===== src/hw/rtl/mbcm_pkg.sv =====
// ----------------------------------------------------------------------------
// mbcm_pkg
// Shared types and constants of the masked band column mean block.
// ----------------------------------------------------------------------------
package mbcm_pkg;

  localparam int unsigned MaxWidth  = 1024;
  localparam int unsigned MaxHeight = 4096;
  localparam int unsigned MaxBand   = 128;

  localparam int unsigned ColW  = $clog2(MaxWidth);
  localparam int unsigned RowW  = $clog2(MaxHeight);
  localparam int unsigned WRegW = 11;
  localparam int unsigned HRegW = 13;
  localparam int unsigned CRegW = 12;
  localparam int unsigned TRegW = 8;
  localparam int unsigned MRegW = 2;
  localparam int unsigned SmpW  = 32;
  localparam int unsigned CntW  = 8;
  localparam int unsigned SumW  = SmpW + $clog2(MaxBand);
  localparam int unsigned IdxW  = 3;
  localparam int unsigned CfgW  = 13;

  localparam logic [IdxW-1:0] RegWidth  = 3'd0;
  localparam logic [IdxW-1:0] RegHeight = 3'd1;
  localparam logic [IdxW-1:0] RegCenter = 3'd2;
  localparam logic [IdxW-1:0] RegThick  = 3'd3;
  localparam logic [IdxW-1:0] RegMode   = 3'd4;

  localparam logic [MRegW-1:0] ModeAll      = 2'd0;
  localparam logic [MRegW-1:0] ModeMasked   = 2'd1;
  localparam logic [MRegW-1:0] ModeUnmasked = 2'd2;

  typedef struct packed {
    logic [WRegW-1:0] width;
    logic [HRegW-1:0] height;
    logic [RowW-1:0]  first_row;
    logic [RowW-1:0]  last_row;
    logic [MRegW-1:0] mode;
  } band_cfg_t;

  typedef struct packed {
    logic [ColW-1:0]        column;
    logic signed [SumW-1:0] sum;
    logic [CntW-1:0]        count;
  } emit_t;

endpackage


===== src/hw/rtl/mbcm_div.sv =====
// ----------------------------------------------------------------------------
// mbcm_div
// Bit-serial signed divide of a column sum by its count, with result register.
// ----------------------------------------------------------------------------
module mbcm_div (
  input  logic                             clk_i,
  input  logic                             rst_ni,
  input  logic                             q_empty_i,
  input  mbcm_pkg::emit_t                  q_data_i,
  output logic                             q_pop_o,
  output logic                             empty,
  input  logic                             pop,
  output logic [mbcm_pkg::ColW-1:0]        column_o,
  output logic signed [mbcm_pkg::SmpW-1:0] mean_value_o,
  output logic [mbcm_pkg::CntW-1:0]        samples_used_o
);

  typedef enum logic [1:0] {StIdle, StRun, StDone} state_e;

  localparam int unsigned SumW  = mbcm_pkg::SumW;
  localparam int unsigned CntW  = mbcm_pkg::CntW;
  localparam int unsigned StepW = $clog2(SumW + 1);

  state_e                    state_q;
  logic [StepW-1:0]          step_q;
  logic [SumW-1:0]           quo_q;
  logic [CntW-1:0]           rem_q, div_q;
  logic                      neg_q;
  logic [mbcm_pkg::ColW-1:0] col_q;
  logic                      out_valid_q;
  logic                      out_valid_d;

  logic [CntW:0]   rem_sh;
  logic [CntW:0]   rem_sub;
  logic [SumW-1:0] mag;
  logic [SumW-1:0] res;

  assign q_pop_o = (state_q == StIdle) && !q_empty_i;
  assign empty   = !out_valid_q;
  assign mag     = q_data_i.sum[SumW-1] ? SumW'(-q_data_i.sum) : SumW'(q_data_i.sum);
  assign rem_sh  = {rem_q, quo_q[SumW-1]};
  assign rem_sub = rem_sh - {1'b0, div_q};
  assign res     = neg_q ? -quo_q : quo_q;

  always_comb begin
    out_valid_d = out_valid_q && !pop;
    if ((state_q == StDone) && (!out_valid_q || pop)) out_valid_d = 1'b1;
  end

  always_ff @(posedge clk_i or negedge rst_ni) begin
    if (!rst_ni) begin
      state_q        <= StIdle;
      out_valid_q    <= 1'b0;
      step_q         <= '0;
      quo_q          <= '0;
      rem_q          <= '0;
      div_q          <= '0;
      neg_q          <= 1'b0;
      col_q          <= '0;
      column_o       <= '0;
      mean_value_o   <= '0;
      samples_used_o <= '0;
    end else begin
      out_valid_q <= out_valid_d;
      unique case (state_q)
        StIdle: begin
          if (!q_empty_i) begin
            state_q <= StRun;
            step_q  <= StepW'(SumW);
            quo_q   <= mag;
            rem_q   <= '0;
            div_q   <= q_data_i.count;
            neg_q   <= q_data_i.sum[SumW-1];
            col_q   <= q_data_i.column;
          end
        end
        StRun: begin
          if (rem_sub[CntW]) begin
            rem_q <= rem_sh[CntW-1:0];
            quo_q <= {quo_q[SumW-2:0], 1'b0};
          end else begin
            rem_q <= rem_sub[CntW-1:0];
            quo_q <= {quo_q[SumW-2:0], 1'b1};
          end
          step_q <= step_q - 1'b1;
          if (step_q == StepW'(1)) state_q <= StDone;
        end
        StDone: begin
          if (!out_valid_q || pop) begin
            state_q        <= StIdle;
            column_o       <= col_q;
            mean_value_o   <= res[mbcm_pkg::SmpW-1:0];
            samples_used_o <= div_q;
          end
        end
        default: state_q <= StIdle;
      endcase
    end
  end

endmodule


===== config.mk =====
export PLATFORM = sky130hd
export DESIGN_NAME = mbcm_div
export DESIGN_NICKNAME = d
export VERILOG_FILES = /design/src/hw/rtl/mbcm_pkg.sv /design/src/hw/rtl/mbcm_div.sv
export SDC_FILE = /design/constraint.sdc
export NUM_CORES = 1
export LEC_CHECK = 0
export ABC_AREA = 0
export BUFFER_PORTS_ARGS = -buffer_cell sky130_fd_sc_hd__buf_4
export CAP_MARGIN = 10
export CORE_ASPECT_RATIO = 1.25
export CORE_MARGIN = 4
export CORE_UTILIZATION = 34
export CTS_BUF_LIST = sky130_fd_sc_hd__clkbuf_8
export DETAILED_ROUTE_END_ITERATION = 8
export HOLD_SLACK_MARGIN = 0.06
export SLEW_MARGIN = 10
export SYNTH_ARGS = -nofsm -noshare
export SYNTH_HDL_FRONTEND = slang
export SYNTH_SLANG_ARGS = --single-unit

===== constraint.sdc =====
create_clock -name clk_i -period 2.4 [get_ports clk_i]
set_clock_uncertainty 0.15 [all_clocks]
set_input_delay 0.12 -clock clk_i [delete_from_list [all_inputs] [get_ports clk_i]]
set_output_delay 0.12 -clock clk_i [all_outputs]
set_load 0.005 [all_outputs]

==> results.md, run 1 <==
* Syn Nets at 840
* Multi-input logic area at 3640 µm²
* Final WS setup at -0.00817 ns
* CTS Sinks at 125
* Synth Flop Type: dfrtp_1
* Core ar. at 20,100 µm²
* Synth cell types at 52
* GRT Util Overall at 17.5%
* FF+latch count, synth at 125
* Worst vdd ir at 0.515 mV
* Initial antenna violation count at 1
* Layout cells sized above 1 at 24.8%
* Vias in the first global route at 6,423
* Synth Instances at 766
* DRC at 0
* Critical Path RT at 2.58 ns
* Crit Path Max Fanout at 8
* Synth top area share at 45.2%
* Worst-margin pin slew at 0.714 ns
* Via-to-Cell Ratio at 5.09
* Synth Area in XOR/XNOR at 7.09%
* Die height at 167 µm
* CTS buffer count at 17
* Yosys warning total at 0
* RSZ-0062 raised after global routing: yes
* Fin. Hold Viols at 0
* Die area at 22,700 µm²
* Worst min path class: in2async
* Synth top area cells: dfrtp_1, nand2_1, xor2_1, o21ai_0, clkbuf_1
* Syn Std Cell Area at 6920 µm²
* Failing checks: negative setup slack
* Initial Util at 34.4%
* H-tree Lvls at 4
* Synthesized area per cell at 9.03 µm²
* Worst hold margin at 0.0899 ns
* TritonRoute pass-1 iters at 4
* Pwr Density at 1140 nW/µm²
* Most frequent cells in the layout: buf_4, nand2_1, dfrtp_1, o21ai_0, dlygate4sd3_1
* Leak pwr at 4.43 nW
* Compound-cell area share of the yosys netlist at 20.5%
* DR WL/cell at 15.4 µm
* Final min period at 2.41 ns
* Maximum clock path buffer count at 2
* Crit path largest cell delay at 0.58 ns
* Sequential element share of the synthesized area at 45.2%
* First-pass GRT wire length at 32,500 µm
* Post-synth EDFFs at 0
* Total Wirelength at 19,400 µm
* Post-DP Area at 8390 µm²
* Slew Viols, Final at 0
* Critical Path Start Type: flip-flop
* Largest net degree at the start of global routing at 69
* DP HPWL at 13,100 µm
* Register area at 3130 µm²
* PortBufs at 112
* Rows at 58
* WS Path Type: reg2reg
* Clk root buf: clkbuf_8
* Number of top-level pins at 113
* Vias at 6,423
* Final setup vio count at 2
* First DRT Iteration DRCs at 457
* CP cell instances: or4_4, or4_4, nor4_4, buf_6, a211o_1, nand3_1
* Upper clock frequency limit at 0.415 GHz
* Max transition margin at 52.4%
* Die Wd at 136 µm
* Period utilisation layout at 100%
* Gr ovfl total at 0
* Post-synthesis mux area share at 0.434%
* Skew-Pair Late Insertion Delay at 0.45 ns
* Synth-to-layout area growth at 40.0%
* GP Congestion at 0.839
* CP arrival at 2.58 ns
* Status: complete, but fails checks
* CTS tree: yes
* Clk pin slew, worst setup/hold paths at 0.08 ns
* Fraction of registers with async set/reset at 100%
* Top cell type by total area after synthesis: dfrtp_1
* CP most frequent cell: or4_4
* # fillers at 1,916
* Largest family of logic cells by synthesized area: compound AO/OA/AOI/OAI gates
* Post-route ant nets at 0
* Nets at 1,051
* Post-route cell area at 9680 µm²
* Simple-gate share of the synthesized area at 20.4%
* Worst Setup End Kind: flip-flop
* Number of max-cap violations at 0
* Crit path max-delay cell type: or4_4
* Total power at 0.0110 W
* Most common cell after layout, fill and taps aside: buf_4
* Fraction of the mapped netlist area in adder cells at 2.46%
## sequential cells by signal, summed over array words and instances, names as in the netlist, 2 cells and up
name / flops
col_q: 10
column_o: 10
div_q: 8
mean_value_o: 32
quo_q: 39
rem_q: 8
samples_used_o: 8
state_q: 2
step_q: 6
## metal layers
layer | GRT usage [%] | vias to the layer above | routed length (µm)
li1 | - | 3203 | -
met3 | 3.46 | 31 | 767
met1 | 22.8 | 3065 | 8750
met5 | 0 | - | 0
met4 | 5.70 | 0 | 448
met2 | 29.2 | 124 | 9400
## synth_stat cells (5+ instances only)
library cell	n
nand2_1	132
dfrtp_1	125
o21ai_0	88
xor2_1	51
clkbuf_1	47
a21oi_1	26
a22oi_1	22
o31ai_1	22
nand3_1	21
and3_1	19
nand4_1	19
nor2_1	19
inv_1	18
or3_1	15
ha_1	12
nor3_1	12
a211o_1	9
o41ai_1	8
nand2b_1	7
nor2b_1	7
nor4_1	7
nor3b_1	6
buf_1	5
or4_1	5
xnor2_1	5
## through the flow
stage	worst slack (ns)	cells	setup TNS, ns	util [%]
finish	-0.00817	1261	-0.0161	48.2
global route	-0.0959	1261	-1.28	48.2
CTS	-0.0189	1252	-0.0543	47.4
detailed placement	-0.147	1152	-0.567	41.7
global placement	-0.0898	1152	-0.280	41.7
floorplan	-0.0217	766	-0.0219	-
## kinds of logic (layout without fill, tap and decap cells)
kind of cell / after synthesis / after routing
compound gates: 216 / 216
other cells: 0 / 1
fa+ha+maj: 13 / 13
simple gates: 282 / 283
buf+inv: 71 / 294
mux: 3 / 3
xor+xnor: 56 / 56
flops: 125 / 125
## power breakdown
part / switching (W) / total [W] / internal [W]
sequential: 0.000732 / 0.00374 / 0.00301
clock: 0.000918 / 0.00196 / 0.00104
combinational: 0.00270 / 0.00533 / 0.00263
total: 0.00435 / 0.0110 / 0.00668
## worst max-delay path: cells and delay by family, from the launching register on
family          cells  cell delay [ns]
buf+inv             1             0.17
simple gates        4             1.47
compound gates      1             0.12
flops               1             0.39
## worst paths after layout
kind                                            start                      endpoint  slack (ns)  depth (start not counted)
worst max-delay path            quo_q[10]$_DFFE_PN0P_  mean_value_o[27]$_DFFE_PN0P_      -0.008                          6
worst max register to register  quo_q[10]$_DFFE_PN0P_  mean_value_o[27]$_DFFE_PN0P_      -0.008                          6
max in group asynchronous                      rst_ni         quo_q[32]$_DFFE_PN0P_        1.67                          3
min in group clk_i                       q_data_i[46]         quo_q[24]$_DFFE_PN0P_        0.11                          4
worst min-delay path                           rst_ni       column_o[6]$_DFFE_PN0P_        0.09                          3
worst min register to register   col_q[5]$_DFFE_PN0P_       column_o[5]$_DFFE_PN0P_        0.31                          2
## repair_timing
action / in CTS / in global routing
endpoints found under the hold margin: 183 / 0
endpoints found under the setup margin: 13 / 47
pin swaps: 3 / 6
resized for setup: 11 / 24
hold buffers: 66 / 0
cloned: 0 / 1
setup buffers: 2 / 7
## final cells by class
| type | instances | share of cell area, % |
|---|---|---|
| sequential | 125 | 32.3 |
| antenna | 1 | 0.0258 |
| tap | 270 | 3.49 |
| clock buffer | 17 | 2.42 |
| multi-input combinational | 571 | 37.6 |
| inverter | 18 | 0.698 |
| clock inverter | 15 | 1.93 |
| timing repair buffer | 244 | 21.6 |
(Power assumes the default switching activity.)
==> run 2: changes to the inputs <==
HOLD_SLACK_MARGIN = 0.1   (was 0.06)
PLACE_DENSITY = 0.56   (was unset)
==> run 2 against run 1 <==
The flow still finishes with violations (negative setup slack). Wire length down 0.48%. Design area up 0.67%. Critical path depth rose by 3. Sequential cell count did not move. Largest power group unchanged. Maximum frequency fell by 0.58%. Largest cell class unchanged.
==> results.md, run 2 (same netlist as run 1, synthesis figures left out) <==
* Max transition margin at 48.9% (-3.5 points)
* Highest routed layer: met4
* Failing checks: negative setup slack
* Clk pin slew, worst setup/hold paths at 0.07 ns (about the same)
* Number of top-level pins at 113 (unchanged)
* Met2 wire length at 9460 µm (+0.58%)
* Initial antenna violation count at 0 (-1)
* Vias at 6,430 (+0.11%)
* Largest net degree at the start of global routing at 69 (unchanged)
* Crit Path Max Fanout at 5 (-3)
* Crit path buffers/inverters at 2 (+1)
* Initial Util at 34.4% (unchanged)
* CP most frequent cell: inv_2
* H-tree Lvls at 4 (unchanged)
* Via-to-Cell Ratio at 5.07 (-0.52%)
* Core ar. at 20,100 µm² (unchanged)
* Rows at 58 (unchanged)
* Layout cells sized above 1 at 25.2% (+0.38 points)
* Worst Setup End Kind: flip-flop
* DRC at 0 (unchanged)
* Crit Reg-Reg Startpoint: quo_q[38]$_DFFE_PN0P_
* Skew-Pair Late Insertion Delay at 0.44 ns (about the same)
* RSZ-0062 raised after global routing: yes
* Number of max-cap violations at 0 (unchanged)
* Clk root buf: clkbuf_8
* Post-route ant nets at 0 (unchanged)
* Vias in the first global route at 6,323 (-1.6%)
* Most frequent cells in the layout: buf_4, nand2_1, dfrtp_1, o21ai_0, dlygate4sd3_1
* Nets at 1,060 (+0.86%)
* Met3 WL at 796 µm (+3.8%)
* Worst Setup SP: quo_q[38]$_DFFE_PN0P_
* Most common cell after layout, fill and taps aside: buf_4
* Largest Register: quo_q
* First-pass GRT wire length at 31,900 µm (-1.9%)
* First DRT Iteration DRCs at 509 (+11%)
* Worst r2r path cells at 9 (+3)
* # fillers at 1,992 (+4.0%)
* Worst-margin pin slew at 0.766 ns (+0.0522 ns)
* Period utilisation layout at 101% (+0.59 points)
* GP Congestion at 0.836 (-0.33%)
* Die area at 22,700 µm² (unchanged)
* Total power at 0.0110 W (-0.14%)
* Final std cells w/o fill at 1,269 (+0.63%)
* Cell class contributing the biggest share of worst-path delay: compound AO/OA/AOI/OAI gates
* Slew Viols, Final at 0 (unchanged)
* Total Wirelength at 19,300 µm (-0.48%)
* WS Path Type: reg2reg
* Worst min path class: in2reg
* Metal-1 WL at 8620 µm (-1.5%)
* RR Endpoint: rem_q[3]$_DFFE_PN0P_
* Critical Path End: rem_q[3]$_DFFE_PN0P_
* CTS tree: yes
* Dpl ws at -0.180 ns (-0.0329 ns)
* CTS buffer count at 17 (unchanged)
* Worst vdd ir at 0.429 mV (-17%)
* Top flop regs: quo_q (39), mean_value_o (32)
* R2r setup slk at -0.02 ns (about the same)
* Pwr Density at 1130 nW/µm² (-0.81%)
* DR WL/cell at 15.2 µm (-1.1%)
* Synth-to-layout area growth at 40.9%
* Critical Path Start Type: flip-flop
* Gr ovfl total at 0 (unchanged)
* Dpl cells at 1,156 (+0.35%)
* Maximum clock path buffer count at 2 (unchanged)
* TritonRoute pass-1 iters at 5 (+1)
* Critical Path RT at 2.57 ns (about the same)
* Die height at 167 µm (unchanged)
* PortBufs at 112 (unchanged)
* Die Wd at 136 µm (unchanged)
* Leak pwr at 4.46 nW (+0.59%)
* Upper clock frequency limit at 0.413 GHz (-0.58%)
* Crit path largest cell delay at 0.39 ns (-0.19 ns)
* Crit path max-delay cell type: dfrtp_1
* Fin. Hold Viols at 0 (unchanged)
* Final WS setup at -0.0223 ns (-0.0142 ns)
* CP cell instances: inv_2, ha_4, inv_2, fa_2, a21o_1, a221oi_4, o21ai_2, and2_4, a311o_1
* Status: complete, but fails checks
* Final min period at 2.42 ns (+0.0142 ns)
* CTS Sinks at 125 (unchanged)
* Max FFs per register at 39 (unchanged)
* DP HPWL at 13,100 µm (-0.51%)
* Diodes inserted at 0 (-1)
* Final setup vio count at 3 (+1)
* Critical path depth at 9 (+3)
* CP arrival at 2.59 ns (about the same)
* GRT Util Overall at 17.2% (-0.25 points)
## run 2: cell count changes in the layout (fill, tap and decap cells not counted), moves of 3 or more
cell	delta
dlygate4sd3_1	+6
buf_4	+5
inv_6	-4
clkinv_2	+3
clkinv_4	-3
o31ai_1	-3
o31ai_2	+3
## run 2: layer usage
layer / vias up / GRT usage, %
met3: 26 / 2.85
met4: 0 / 6.09
met2: 134 / 28.6
li1: 3221 / -
met1: 3049 / 22.7
met5: - / 0
## run 2: timing repair
item / 4_1_cts / 5_1_grt
resized for setup: 18 / 20
gates cloned: 1 / 0
hold buffers: 72 / 0
endpoints found under the hold margin: 184 / 0
buffers inserted: 5 / 4
endpoints found under the setup margin: 16 / 28
pin swaps: 17 / 3
## run 2: stage by stage
stage | cell area [µm²] | utilization, % | hold WS, ns | TNS, ns
after CTS | 9610 | 47.8 | 0.149 | -0.161
after global placement | 8400 | 41.8 | 0.0273 | -0.392
after floorplan | 6930 | - | -0.326 | -0.0219
after global routing | 9750 | 48.5 | 0.235 | -1.17
after detailed placement | 8400 | 41.8 | 0.0325 | -0.719
final | 9750 | 48.5 | 0.169 | -0.0272
## run 2: worst min-delay path by stage
stage,start,end,slack [ns],cells past startpoint
floorplan,rst_ni,col_q[0]$_DFFE_PN0P_,-0.33,0
global placement,rst_ni,column_o[5]$_DFFE_PN0P_,0.03,1
detailed placement,rst_ni,column_o[5]$_DFFE_PN0P_,0.03,1
CTS,q_data_i[16],quo_q[11]$_DFFE_PN0P_,0.15,6
global route,q_data_i[52],col_q[5]$_DFFE_PN0P_,0.24,4
finish,q_data_i[16],quo_q[11]$_DFFE_PN0P_,0.17,6
## run 2: where the power goes
part	internal, W	switching, W
Sequential	0.00301	0.000757
Clock	0.000960	0.000843
Combinational	0.00273	0.00271
Total	0.00671	0.00431
## run 2: worst register-to-register path, cell delays in order, from the launching register on
cell      delay, ns
dfrtp_1        0.39
inv_2          0.08
ha_4           0.13
inv_2          0.04
fa_2           0.36
a21o_1         0.23
a221oi_4       0.27
o21ai_2        0.14
and2_4         0.18
a311o_1        0.35
## run 2: final cells by class
cell class,count,area (µm²),area share (%)
multi-input combinational,571,3680,37.8
sequential,125,3130,32.1
timing repair buffer,253,2150,22.0
tap,270,338,3.47
clock buffer,19,262,2.68
clock inverter,13,125,1.28
inverter,18,67.6,0.693
