## config.mk

```make
export PLATFORM = sky130hd
export DESIGN_NAME = mbcm_fifo
export DESIGN_NICKNAME = d
export VERILOG_FILES = /design/src/hw/rtl/mbcm_pkg.sv /design/src/hw/rtl/mbcm_fifo.sv
export SDC_FILE = /design/constraint.sdc
export NUM_CORES = 1
export LEC_CHECK = 0
export BUFFER_PORTS_ARGS = -buffer_cell sky130_fd_sc_hd__buf_2
export CAP_MARGIN = 10
export CORE_MARGIN = 8
export CORE_UTILIZATION = 52
export CTS_CLUSTER_SIZE = 20
export DETAILED_ROUTE_END_ITERATION = 16
export PLACE_DENSITY = 0.75
export SLEW_MARGIN = 10
export SYNTH_ARGS = -nofsm -noshare
export SYNTH_HDL_FRONTEND = slang
export SYNTH_SLANG_ARGS = --single-unit
```

## constraint.sdc

```tcl
create_clock -name clk_i -period 4.3 [get_ports clk_i]
set_input_delay 0.645 -clock clk_i [delete_from_list [all_inputs] [get_ports clk_i]]
set_output_delay 0.645 -clock clk_i [all_outputs]
set_load 0.05 [all_outputs]
```

## src/hw/rtl/mbcm_pkg.sv

```systemverilog
// ----------------------------------------------------------------------------
// mbcm_pkg
// Shared types and constants of the masked band column mean block.
// ----------------------------------------------------------------------------
package mbcm_pkg;

  localparam int unsigned MaxWidth  = 1024;
  localparam int unsigned MaxHeight = 4096;
  localparam int unsigned MaxBand   = 128;

  localparam int unsigned ColW  = $clog2(MaxWidth);
  localparam int unsigned RowW  = $clog2(MaxHeight);
  localparam int unsigned WRegW = 11;
  localparam int unsigned HRegW = 13;
  localparam int unsigned CRegW = 12;
  localparam int unsigned TRegW = 8;
  localparam int unsigned MRegW = 2;
  localparam int unsigned SmpW  = 32;
  localparam int unsigned CntW  = 8;
  localparam int unsigned SumW  = SmpW + $clog2(MaxBand);
  localparam int unsigned IdxW  = 3;
  localparam int unsigned CfgW  = 13;

  localparam logic [IdxW-1:0] RegWidth  = 3'd0;
  localparam logic [IdxW-1:0] RegHeight = 3'd1;
  localparam logic [IdxW-1:0] RegCenter = 3'd2;
  localparam logic [IdxW-1:0] RegThick  = 3'd3;
  localparam logic [IdxW-1:0] RegMode   = 3'd4;

  localparam logic [MRegW-1:0] ModeAll      = 2'd0;
  localparam logic [MRegW-1:0] ModeMasked   = 2'd1;
  localparam logic [MRegW-1:0] ModeUnmasked = 2'd2;

  typedef struct packed {
    logic [WRegW-1:0] width;
    logic [HRegW-1:0] height;
    logic [RowW-1:0]  first_row;
    logic [RowW-1:0]  last_row;
    logic [MRegW-1:0] mode;
  } band_cfg_t;

  typedef struct packed {
    logic [ColW-1:0]        column;
    logic signed [SumW-1:0] sum;
    logic [CntW-1:0]        count;
  } emit_t;

endpackage

```

## src/hw/rtl/mbcm_fifo.sv

```systemverilog
// ----------------------------------------------------------------------------
// mbcm_fifo
// Two-entry queue of emit jobs between the front and the divider.
// ----------------------------------------------------------------------------
module mbcm_fifo (
  input  logic            clk_i,
  input  logic            rst_ni,
  input  logic            push_i,
  input  mbcm_pkg::emit_t data_i,
  output logic            full_o,
  input  logic            pop_i,
  output logic            empty_o,
  output mbcm_pkg::emit_t data_o
);

  mbcm_pkg::emit_t ent_q [2];
  logic            wptr_q, rptr_q;
  logic [1:0]      cnt_q;

  assign full_o  = cnt_q == 2'd2;
  assign empty_o = cnt_q == 2'd0;
  assign data_o  = ent_q[rptr_q];

  always_ff @(posedge clk_i or negedge rst_ni) begin
    if (!rst_ni) begin
      wptr_q <= 1'b0;
      rptr_q <= 1'b0;
      cnt_q  <= '0;
    end else begin
      if (push_i) wptr_q <= !wptr_q;
      if (pop_i)  rptr_q <= !rptr_q;
      cnt_q <= cnt_q + {1'b0, push_i} - {1'b0, pop_i};
    end
  end

  always_ff @(posedge clk_i) begin
    if (push_i) ent_q[wptr_q] <= data_i;
  end

endmodule

```

==> metrics.md, run 1 <==
| Metric | Value |
|---|---|
| Post-placement cell count | `416` |
| Total half-perimeter wirelength after legalization and detailed placement | `5690 um` |
| Clock-pin slew on the worst setup and hold paths | `roughly 0.060 ns` |
| CTS Root Cell | `sky130_fd_sc_hd__clkbuf_8` |
| Timing-limited maximum frequency | `353 MHz` |
| Total standard cell area after synthesis | `4390 sq um` |
| Largest stage delay on the critical path | `0.62 ns` |
| Post-route DRC violation count | `0` |
| Largest net degree at the start of global routing | `45` |
| Syn-to-layout area delta | `30.9%` |
| Final estimated routing congestion in global placement | `0.663` |
| Total Negative Setup Slacks | `0 ns` |
| Die area | `11,600 sq um` |
| Gates resized, CTS repair | `0` |
| TritonCTS clock tree | `built` |
| Flop and latch count out of synthesis | `118` |
| Startpoint types | `register` |
| Cell breakdown of the critical path | `buf_4 > mux2_2 > buf_2` |
| Min-delay src | `data_i[54]` |
| Hold Slack | `0.326 ns` |
| Buffers from clock root to sink, at most | `2` |
| Post-Syn Nets | `~260` |
| Share of power burned in registers | `0.338` |
| Violation count after the first detailed-routing iteration | `between 40 and 50` |
| Antenna violations before repair | `0` |
| Startpoint of the lowest-slack register-to-register path | `wptr_q` |
| Sequential share of the synthesized area | `0.803` |
| Path type of the worst min-delay path | `in2reg` |
| Max-slew violation count | `0` |
| Starting utilization of the core area | `0.534` |
| Site row count | `33` |
| Share of power burned in the clock network | `0.297` |
| Highest ir drop seen on vdd | `0.545 mV` |
| Clk Latency, worst-skew pair | `0.50 ns` |
| Vias in the first global route | `2,527` |
| Sequential cell area in the final layout | `3520 sq um` |
| Critical Path RT | `3.65 ns` |
| Power Density | `~840 nW/um^2` |
| Share of final-layout standard cells stronger than drive strength 1 | `0.625` |
| DIE HEIGHT | `108 um` |
| Nets@finish | `394` |
| Leftover overflow at the end of global routing | `0` |
| Leakage | `0.00228 uW` |
| CP Class | `reg2out` |
| TritonCTS Buffers | `17` |
| RSZ-0062 raised after global routing | `no` |
| Number of warnings issued by yosys | `0` |
| Routed wire length | `8210 um` |
| Port Buffers | `119` |
| Floorplan Core Area | `8220 sq um` |
| Combined area of the multi-input logic cells | `815 sq um` |
| Post-synthesis instance total | `approximately 190` |
| Global router's overall resource usage | `0.146` |
| Combinational power share | `0.365` |
| Worst endpoint data arrival time | `2.19 ns` |
| Maximum level of the CTS H-tree | `4` |
| Area share of the leading cell type in the synthesized netlist | `0.781` |
| Actual transition at the worst max-transition pin | `1.06 ns` |
| Diode insertion count for antenna repair | `0` |
| Post-Synthesis Mean Instance Area | `about 23 sq um` |
| Sw frac | `0.375` |
| Clock skew | `0.0102 ns` |
| Max-cap check violation count | `0` |
| Num ports | `120` |
| Clock Sinks | `118` |
| DRT antenna net count | `0` |
| Area contributors post-synth | `sky130_fd_sc_hd__edfxtp_1 (78%), sky130_fd_sc_hd__mux2_2 (9.5%), sky130_fd_sc_hd__mux2_4 (6.8%), sky130_fd_sc_hd__dfrtp_1 (2.3%), sky130_fd_sc_hd__buf_6 (0.77%)` |
| Relative slew slack | `0.296` |
| Length of the first detailed-routing pass in iterations | `4` |
| Post-Layout Cell Count | `about 450` |
| Post-CTS setup buffer count | `0` |
| Slowest stage cell on the critical path | `sky130_fd_sc_hd__dfrtp_2` |
| Detailed-route via count | `2,245` |
| Library cells used by synthesis | `13` |
| Switching Power | `between 1500 and 2000 uW` |
| Final hold viol count | `0` |
| First-pass GRT wire length | `12,400 um` |
| Origin of the worst setup path | `rptr_q` |
| Routed length per placed instance | `between 15 and 20 um` |
| Largest area contributor in the synthesized netlist | `sky130_fd_sc_hd__edfxtp_1` |
| Largest fanout of any net on the critical path | `25` |
| Outcome | `complete, no violations` |
| Nature of the critical path endpoint | `output port` |
| Post-detailed-route via-to-cell ratio | `5.00` |
| Count of filler cells inserted in the layout | `570` |
| Fraction of the cycle the final worst path needs | `0.659` |
| Internal power | `between 3000 and 4000 uW` |
| X dimension of the die | `108 um` |
| Final setup violation count | `0` |
| Post-layout min period | `2.83 ns` |
worst max-delay path, delay by kind of cell, from the launching register on:
kind | cells | cell delay, ns
flip-flops | 1 | 0.62
multiplexers | 1 | 0.38
buffers and inverters | 2 | 0.65
path summary, 6_finish.rpt:
check                               end  cells past startpoint  slack [ns]
setup / recovery              data_o[1]                      3        1.47
hold / removal             ent_q[1][54]                      1        0.33
setup reg to reg           ent_q[1][18]                      2        2.36
hold reg to reg                  wptr_q                      1        0.55
max in group asynchronous        rptr_q                      2        3.65
min in group asynchronous      cnt_q[1]                      2        0.50
per-layer routing:
layer,global-route usage,up-vias,wire length [um]
met1,0.156,1104,3240
met2,0.235,94,4180
met5,0,-,0
met4,0.0565,0,32
li1,-,1042,-
met3,0.0814,5,758
power groups by stage:
stage          combinational [uW]  sequential [uW]  clock (uW)
2_1_floorplan                1460             1610           0
3_3_place_gp                 1760             1640           0
3_5_place_dp                 1780             1650           0
4_1_cts                      1780             1630        1450
5_1_grt                      1830             1650        1510
6_report                     1750             1630        1430
cell families (layout without fill, tap and decap cells):
kind of cell	count (synthesis)	after routing	share of synthesized area
xor+xnor	3	3	0.00942
fa+ha+maj	2	2	0.00571
buf+inv	8	160	0.0128
flops	118	118	0.803
mux	57	57	0.163
simple gates	4	4	0.00514
synthesized netlist by cell type:
cell type,n
sky130_fd_sc_hd__and2_1,1
sky130_fd_sc_hd__buf_2,3
sky130_fd_sc_hd__buf_6,3
sky130_fd_sc_hd__dfrtp_1,4
sky130_fd_sc_hd__edfxtp_1,114
sky130_fd_sc_hd__ha_1,2
sky130_fd_sc_hd__inv_1,2
sky130_fd_sc_hd__mux2_2,37
sky130_fd_sc_hd__mux2_4,20
sky130_fd_sc_hd__nor2_1,1
sky130_fd_sc_hd__nor2b_1,2
sky130_fd_sc_hd__xor2_1,2
sky130_fd_sc_hd__xor3_1,1
placed cells by master, fill, tap and decap left out, drive strengths merged:
| cell | synthesis | layout |
|---|---|---|
| mux2 | 57 | 57 |
| inv | 2 | 2 |
| nor2b | 2 | 2 |
| clkinvlp | 0 | 4 |
| bufinv | 0 | 4 |
| and2 | 1 | 1 |
| dfrtp | 4 | 4 |
| xor3 | 1 | 1 |
| clkinv | 0 | 4 |
| buf | 6 | 125 |
| dlygate4sd3 | 0 | 1 |
| clkbuf | 0 | 20 |
| nor2 | 1 | 1 |
| ha | 2 | 2 |
| xor2 | 2 | 2 |
| edfxtp | 114 | 114 |
timing repair:
| action | 4_1_cts | 5_1_grt |
|---|---|---|
| endpoints found under the hold margin | 4 | 0 |
| setup endpoints to repair | 0 | 0 |
| hold buffers | 1 | 0 |
flip-flops by register name, indices dropped and copies added, names as in the netlist:
| name | cells |
|---|---|
| cnt_q | 2 |
| ent_q | 114 |
| wptr_q | 1 |
| rptr_q | 1 |
through the flow:
| step | instance area [sq um] | power (uW) | setup WS (ns) | utilization |
|---|---|---|---|---|
| after floorplan | 4390 | 3070 | 0.661 | - |
| after global placement | 5120 | 3400 | 1.98 | 0.623 |
| after detailed placement | 5120 | 3430 | 1.97 | 0.623 |
| after CTS | 5740 | 4870 | 1.42 | 0.699 |
| after global routing | 5740 | 4990 | 1.38 | 0.699 |
| final | 5740 | 4810 | 1.47 | 0.699 |
layout make-up:
class,instances,share of cell area
clock buffer,20,0.0758
clock inverter,12,0.0309
inverter,2,0.00131
multi-input combinational,66,0.142
sequential,118,0.614
tap,105,0.0229
timing repair buffer,126,0.113
(Power assumes the default switching activity.)
==> run 2, diff against run 1 <==
--- a/config.mk
+++ b/config.mk
@@ -8,10 +8,10 @@
 export BUFFER_PORTS_ARGS = -buffer_cell sky130_fd_sc_hd__buf_2
 export CAP_MARGIN = 10
 export CORE_MARGIN = 8
-export CORE_UTILIZATION = 52
+export CORE_UTILIZATION = 47
 export CTS_CLUSTER_SIZE = 20
 export DETAILED_ROUTE_END_ITERATION = 16
-export PLACE_DENSITY = 0.75
+export PLACE_DENSITY = 0.72
 export SLEW_MARGIN = 10
 export SYNTH_ARGS = -nofsm -noshare
 export SYNTH_HDL_FRONTEND = slang
==> constraint.sdc (replaced) <==
create_clock -name clk_i -period 2.6 [get_ports clk_i]
set_input_delay 0.39 -clock clk_i [delete_from_list [all_inputs] [get_ports clk_i]]
set_output_delay 0.39 -clock clk_i [all_outputs]
set_load 0.05 [all_outputs]
==> metrics.md, run 2 (synthesized netlist as in run 1, its figures left out) <==
| Metric | Value |
|---|---|
| Outcome | `complete, no violations` |
| Worst endpoint data arrival time | `1.85 ns` |
| Sequential cell area in the final layout | `3520 sq um` |
| Timing-limited maximum frequency | `between 400 and 500 MHz` |
| Clock-pin slew on the worst setup and hold paths | `around 0.06 ns` |
| Post-detailed-route via-to-cell ratio | `4.85` |
| Routed wire length | `~7900 um` |
| Share of final-layout standard cells stronger than drive strength 1 | `0.624` |
| Leakage | `roughly 0.0023 uW` |
| DRT antenna net count | `0` |
| Detailed-route wire length on metal 1 | `3280 um` |
| Length of the first detailed-routing pass in iterations | `4` |
| Detailed-route via count | `2,204` |
| Slowest stage cell on the critical path | `sky130_fd_sc_hd__buf_4` |
| Max-slew violation count | `0` |
| Clock skew | `~0.0058 ns` |
| Total Negative Setup Slacks | `0 ns` |
| Routed length per placed instance | `~17 um` |
| Cell breakdown of the critical path | `buf_4 > mux2_2 > buf_2` |
| Largest net degree at the start of global routing | `58` |
| Largest fanout of any net on the critical path | `28` |
| Top Registers | `ent_q x114, cnt_q x2` |
| Global router's overall resource usage | `0.129` |
| Vias in the first global route | `2,521` |
| Post-layout min period | `2.24 ns` |
| Maximum level of the CTS H-tree | `4` |
| X dimension of the die | `113 um` |
| Startpoint types | `register` |
| Actual transition at the worst max-transition pin | `0.552 ns` |
| Post-route DRC violation count | `0` |
| Antenna violations before repair | `0` |
| CP Class | `reg2out` |
| Clock Sinks | `between 100 and 150` |
| Port Buffers | `119` |
| Num ports | `120` |
| Detail Route met3 WL | `732 um` |
| Combined area of the multi-input logic cells | `about 800 sq um` |
| Final hold viol count | `0` |
| Final setup violation count | `0` |
| Buffers from clock root to sink, at most | `2` |
| Max FFs per register | `114` |
| Nets@finish | `393` |
| Syn-to-layout area delta | `30.4%` |
| Relative slew slack | `0.632` |
| Top reg by flops | `ent_q` |
| Max-cap check violation count | `0` |
| TritonCTS clock tree | `built` |
| TritonCTS Buffers | `17` |
| RSZ-0062 raised after global routing | `no` |
| Total half-perimeter wirelength after legalization and detailed placement | `roughly 5400 um` |
| Critical Path RT | `about 2.2 ns` |
| Fraction of the cycle the final worst path needs | `0.863` |
| Nature of the critical path endpoint | `output port` |
| Min-delay src | `data_i[48]` |
| Diode insertion count for antenna repair | `0` |
| Power Density | `approximately 1400 nW/um^2` |
| Origin of the worst setup path | `rptr_q` |
| DIE HEIGHT | `around 110 um` |
| Startpoint of the lowest-slack register-to-register path | `wptr_q` |
| Highest ir drop seen on vdd | `0.887 mV` |
| Count of filler cells inserted in the layout | `660` |
| Site row count | `35` |
| Clk Latency, worst-skew pair | `slightly below 0.5 ns` |
| Path type of the worst min-delay path | `in2reg` |
| Violation count after the first detailed-routing iteration | `80` |
| Final estimated routing congestion in global placement | `0.689` |
| Hold Slack | `~0.080 ns` |
| CTS Root Cell | `sky130_fd_sc_hd__clkbuf_8` |
| Most frequent cells in the layout | `sky130_fd_sc_hd__buf_2 (119), sky130_fd_sc_hd__edfxtp_1 (114), sky130_fd_sc_hd__mux2_2 (37)` |
| Highest metal layer with signal wires | `met4` |
| Met2 wire length | `around 3800 um` |
| Leftover overflow at the end of global routing | `0` |
| First-pass GRT wire length | `12,400 um` |
| Most common library cell in the layout ignoring fill and taps | `sky130_fd_sc_hd__buf_2` |
| Largest stage delay on the critical path | `0.39 ns` |
| Starting utilization of the core area | `0.479` |
| Floorplan Core Area | `9150 sq um` |
| Die area | `roughly 13,000 sq um` |
## run 2: changes by cell type in the layout (fill, tap and decap cells not counted), sizes merged
cell / change
clkinv: -1
inv: +4
buf: -1
clkbuf: -3
bufinv: -2
clkinvlp: +2
## run 2: final timing paths
check | end | slack, ns | depth (start not counted)
setup / recovery | data_o[6] | 0.36 | 3
hold / removal | ent_q[0][48] | 0.08 | 1
setup reg to reg | ent_q[1][14] | 1.00 | 2
hold reg to reg | wptr_q | 0.53 | 1
max in group asynchronous | rptr_q | 2.20 | 2
min in group asynchronous | wptr_q | 0.26 | 2
## run 2: repair_timing
item / in CTS / in global routing
setup endpoints to repair: 0 / 0
hold endpoints to repair: 4 / 0
gates resized for setup: 0 / 0
setup buffers: 0 / 0
hold buffers: 1 / 0
## run 2: worst max-delay path, delay by kind of cell, from the launching register on
kind | cells | cell delay, ns
muxes | 1 | 0.39
buffers and inverters | 2 | 0.60
DFF | 1 | 0.35
## run 2: stage by stage
step / std cells / power (uW) / worst slack (ns) / util / cell area, sq um
after floorplan: 192 / 5070 / 0.281 / - / 4390
after global placement: 421 / 5640 / 0.846 / 0.562 / 5140
after detailed placement: 421 / 5690 / 0.843 / 0.562 / 5140
after CTS: 454 / 7890 / 0.290 / 0.625 / 5720
after global routing: 454 / 8090 / 0.245 / 0.625 / 5720
final: 454 / 7770 / 0.357 / 0.625 / 5720
## run 2: final cells by class
| type | count | area share |
|---|---|---|
| Multi-Input combinational cell | 66 | 0.142 |
| Tap cell | 111 | 0.0243 |
| Inverter | 2 | 0.00131 |
| Timing Repair Buffer | 125 | 0.117 |
| Clock buffer | 17 | 0.0724 |
| Clock inverter | 15 | 0.0267 |
| Sequential cell | 118 | 0.616 |
## run 2: layer usage
metal / track usage / vias to the layer above
met2: 0.206 / 89
met3: 0.0649 / 8
met4: 0.0486 / 0
li1: - / 1041
met1: 0.144 / 1066
met5: 0 / -
## run 2: where the power goes
| part | internal (uW) | leakage, uW | switching (uW) |
|---|---|---|---|
| clock | 1360 | 0.000259 | 805 |
| combinational | 885 | 0.000880 | 2090 |
| sequential | 2530 | 0.00112 | 99.3 |
| total | 4780 | 0.00225 | 2990 |
==> run 3, diff against run 2 <==
--- a/config.mk
+++ b/config.mk
@@ -5,10 +5,11 @@
 export SDC_FILE = /design/constraint.sdc
 export NUM_CORES = 1
 export LEC_CHECK = 0
+export ABC_AREA = 1
 export BUFFER_PORTS_ARGS = -buffer_cell sky130_fd_sc_hd__buf_2
 export CAP_MARGIN = 10
 export CORE_MARGIN = 8
-export CORE_UTILIZATION = 47
+export CORE_UTILIZATION = 48
 export CTS_CLUSTER_SIZE = 20
 export DETAILED_ROUTE_END_ITERATION = 16
 export PLACE_DENSITY = 0.72
==> metrics.md, run 3 <==
| Metric | Value |
|---|---|
| Outcome | `complete, no violations` |
| Fraction of the cycle the final worst path needs | `0.919` |
| Timing-limited maximum frequency | `418 MHz` |
| Starting utilization of the core area | `0.493` |
| Total half-perimeter wirelength after legalization and detailed placement | `6110 um` |
| Origin of the worst setup path | `rptr_q` |
| Leakage | `roughly 0.0026 uW` |
| Switching Power | `3690 uW` |
| Post-detailed-route via-to-cell ratio | `4.59` |
| Critical Path RT | `2.21 ns` |
| Startpoint of the lowest-slack register-to-register path | `wptr_q` |
| Sequential share of the synthesized area | `0.731` |
| Startpoint types | `register` |
| Top reg by flops | `ent_q` |
| First-pass GRT wire length | `13,500 um` |
| Sw frac | `0.450` |
| Combinational power share | `0.434` |
| Leftover overflow at the end of global routing | `0` |
| Buffers from clock root to sink, at most | `2` |
| Most common cell in the synthesized netlist | `sky130_fd_sc_hd__edfxtp_1` |
| Largest net degree at the start of global routing | `48` |
| CP Class | `reg2out` |
| Diode insertion count for antenna repair | `0` |
| Worst Reg2Reg Path Length in Cells | `2` |
| TritonCTS clock tree | `built` |
| Count of filler cells inserted in the layout | `between 700 and 800` |
| Flop and latch count out of synthesis | `about 120` |
| Clock-pin slew on the worst setup and hold paths | `~0.06 ns` |
| Die area | `13,500 sq um` |
| Clock skew | `0.00647 ns` |
| TritonCTS Buffers | `17` |
| Most common library cell in the layout ignoring fill and taps | `sky130_fd_sc_hd__buf_2` |
| Post-Syn Nets | `just under 400` |
| DRT antenna net count | `0` |
| Worst endpoint data arrival time | `2.00 ns` |
| Critical Path End | `data_o[33]` |
| Worst slack at placement | `0.699 ns` |
| Buffer and inverter count on the worst path | `2` |
| Final estimated routing congestion in global placement | `between 0.7 and 0.8` |
| Num ports | `120` |
| Family of cells with the greatest summed delay on the critical path | `flip-flops` |
| Nets@finish | `519` |
| Most frequent cells in the layout | `sky130_fd_sc_hd__buf_2 (119), sky130_fd_sc_hd__edfxtp_1 (114), sky130_fd_sc_hd__inv_1 (63)` |
| Total power draw | `slightly above 8000 uW` |
| Total standard cell area after synthesis | `4820 sq um` |
| Length of the first detailed-routing pass in iterations | `4` |
| Post-layout min period | `2.39 ns` |
| Top cells by count, synth | `sky130_fd_sc_hd__edfxtp_1 (114), sky130_fd_sc_hd__inv_1 (64), sky130_fd_sc_hd__nand2_2 (50), sky130_fd_sc_hd__o21ai_2 (50), sky130_fd_sc_hd__nand2_1 (13)` |
| Nature of the critical path endpoint | `output port` |
| Cell breakdown of the critical path | `buf_4 > nand2_2 > o21ai_2 > buf_2` |
| DIE HEIGHT | `116 um` |
| Library cells used by synthesis | `16` |
| Vias in the first global route | `2,864` |
| Routed length per placed instance | `between 10 and 15 um` |
| Site row count | `36` |
| Max FFs per register | `114` |
| Routed wire length | `8670 um` |
| Share of power burned in the clock network | `0.230` |
| Clk Latency, worst-skew pair | `around 0.50 ns` |
| Floorplan Core Area | `9770 sq um` |
| Power Density | `1360 nW/um^2` |
| Share of final-layout standard cells stronger than drive strength 1 | `0.544` |
| X dimension of the die | `approximately 120 um` |
| Final hold viol count | `0` |
| Actual transition at the worst max-transition pin | `0.537 ns` |
| Port Buffers | `119` |
| Gates resized, CTS repair | `0` |
| Violation count after the first detailed-routing iteration | `129` |
| Reg2Reg Capture Point | `ent_q[0][37]` |
| Global router's overall resource usage | `0.134` |
| Post-synthesis instance total | `323` |
| Total Negative Setup Slacks | `0 ns` |
| Detailed-route via count | `2,761` |
| Number of enable-type register cells in the synthesized netlist | `114` |
| Path type of the worst min-delay path | `in2reg` |
| Most used DFF post-synth | `sky130_fd_sc_hd__edfxtp_1` |
| Largest area contributor in the synthesized netlist | `sky130_fd_sc_hd__edfxtp_1` |
| Relative slew slack | `0.641` |
| Final setup violation count | `0` |
| CTS Root Cell | `sky130_fd_sc_hd__clkbuf_8` |
| Top Registers | `ent_q x114, cnt_q x2` |
| Area contributors post-synth | `sky130_fd_sc_hd__edfxtp_1 (71%), sky130_fd_sc_hd__o21ai_2 (9.1%), sky130_fd_sc_hd__nand2_2 (6.5%), sky130_fd_sc_hd__inv_1 (5.0%), sky130_fd_sc_hd__buf_12 (2.5%)` |
| Max-cap check violation count | `0` |
| Largest fanout of any net on the critical path | `38` |
| Area share of the leading cell type in the synthesized netlist | `0.710` |
| Slowest stage cell on the critical path | `sky130_fd_sc_hd__dfrtp_4` |
| Final setup margin | `0.209 ns` |
| Largest stage delay on the critical path | `between 0.7 and 0.8 ns` |
| Share of synthesized flip-flops with an asynchronous set or reset | `0.0339` |
| Highest ir drop seen on vdd | `~0.76 mV` |
| Clock Sinks | `roughly 120` |
| Antenna violations before repair | `0` |
| Share of power burned in registers | `0.337` |
| Register-to-register setup slack | `about 1.1 ns` |
| Syn-to-layout area delta | `25.1%` |
| Post-Synthesis Mean Instance Area | `14.9 sq um` |
| Crit. path cell count | `4` |
| Maximum level of the CTS H-tree | `4` |
| Post-route DRC violation count | `0` |
| Number of warnings issued by yosys | `0` |
| Max-slew violation count | `0` |
| Internal power | `4520 uW` |
| RSZ-0062 raised after global routing | `no` |
[run 3: stage by stage]
step                std cells  utilization  cell area [sq um]  hold WS, ns
floorplan                 323            -               4820       0.0944
global placement          569        0.566               5530        0.198
detailed placement        569        0.566               5530        0.205
CTS                       602        0.617               6030       0.0534
global route              602        0.617               6030       0.0537
finish                    602        0.617               6030       0.0763
[run 3: what timing repair did]
| action | in CTS | in global routing |
|---|---|---|
| buffers inserted | 0 | 0 |
| endpoints found under the hold margin | 4 | 0 |
| hold buffers | 1 | 0 |
[run 3: logic make-up (layout without fill, tap and decap cells)]
| logic type | Yosys count | count (layout) | share of synthesized area |
|---|---|---|---|
| xor+xnor | 2 | 2 | 0.00363 |
| fa+ha+maj | 2 | 2 | 0.00519 |
| flops | 118 | 118 | 0.731 |
| buf+inv | 77 | 223 | 0.0838 |
| simple gates | 67 | 67 | 0.0784 |
| compound gates | 57 | 57 | 0.0981 |
[run 3: how the worst min path moves through the flow]
stage	endpoint	depth (start not counted)	startpoint	slack (ns)
6_report	ent_q[0][22]	1	data_i[22]	0.08
5_1_grt	ent_q[1][22]	1	data_i[22]	0.05
4_1_cts	ent_q[1][12]	1	data_i[12]	0.05
3_5_place_dp	cnt_q[0]	1	rst_ni	0.21
3_3_place_gp	cnt_q[0]	1	rst_ni	0.20
2_1_floorplan	cnt_q[0]	0	rst_ni	0.09
[run 3: cell type report]
type                       instances  area, sq um  share of cell area
sequential                       118         3530               0.585
clock inverter                    12         63.8              0.0106
clock buffer                      20          425              0.0705
inverter                          64          240              0.0398
tap                              133          166              0.0276
multi-input combinational        128          901               0.149
timing repair buffer             127          708               0.117
[run 3: layer usage]
layer  vias to the layer above  share of wire  GRT usage
met2                        81           0.51      0.225
met4                         0          0.017     0.0691
li1                       1368              -          -
met3                        13          0.069     0.0465
met5                         -              0          0
met1                      1299           0.40      0.147
[run 3: power groups by stage]
stage	registers (uW)	logic, uW	clock network (uW)
after global routing	2810	3780	2010
after floorplan	2680	3090	0
after detailed placement	2810	3620	0
final	2770	3560	1890
after CTS	2770	3620	1930
after global placement	2790	3580	0
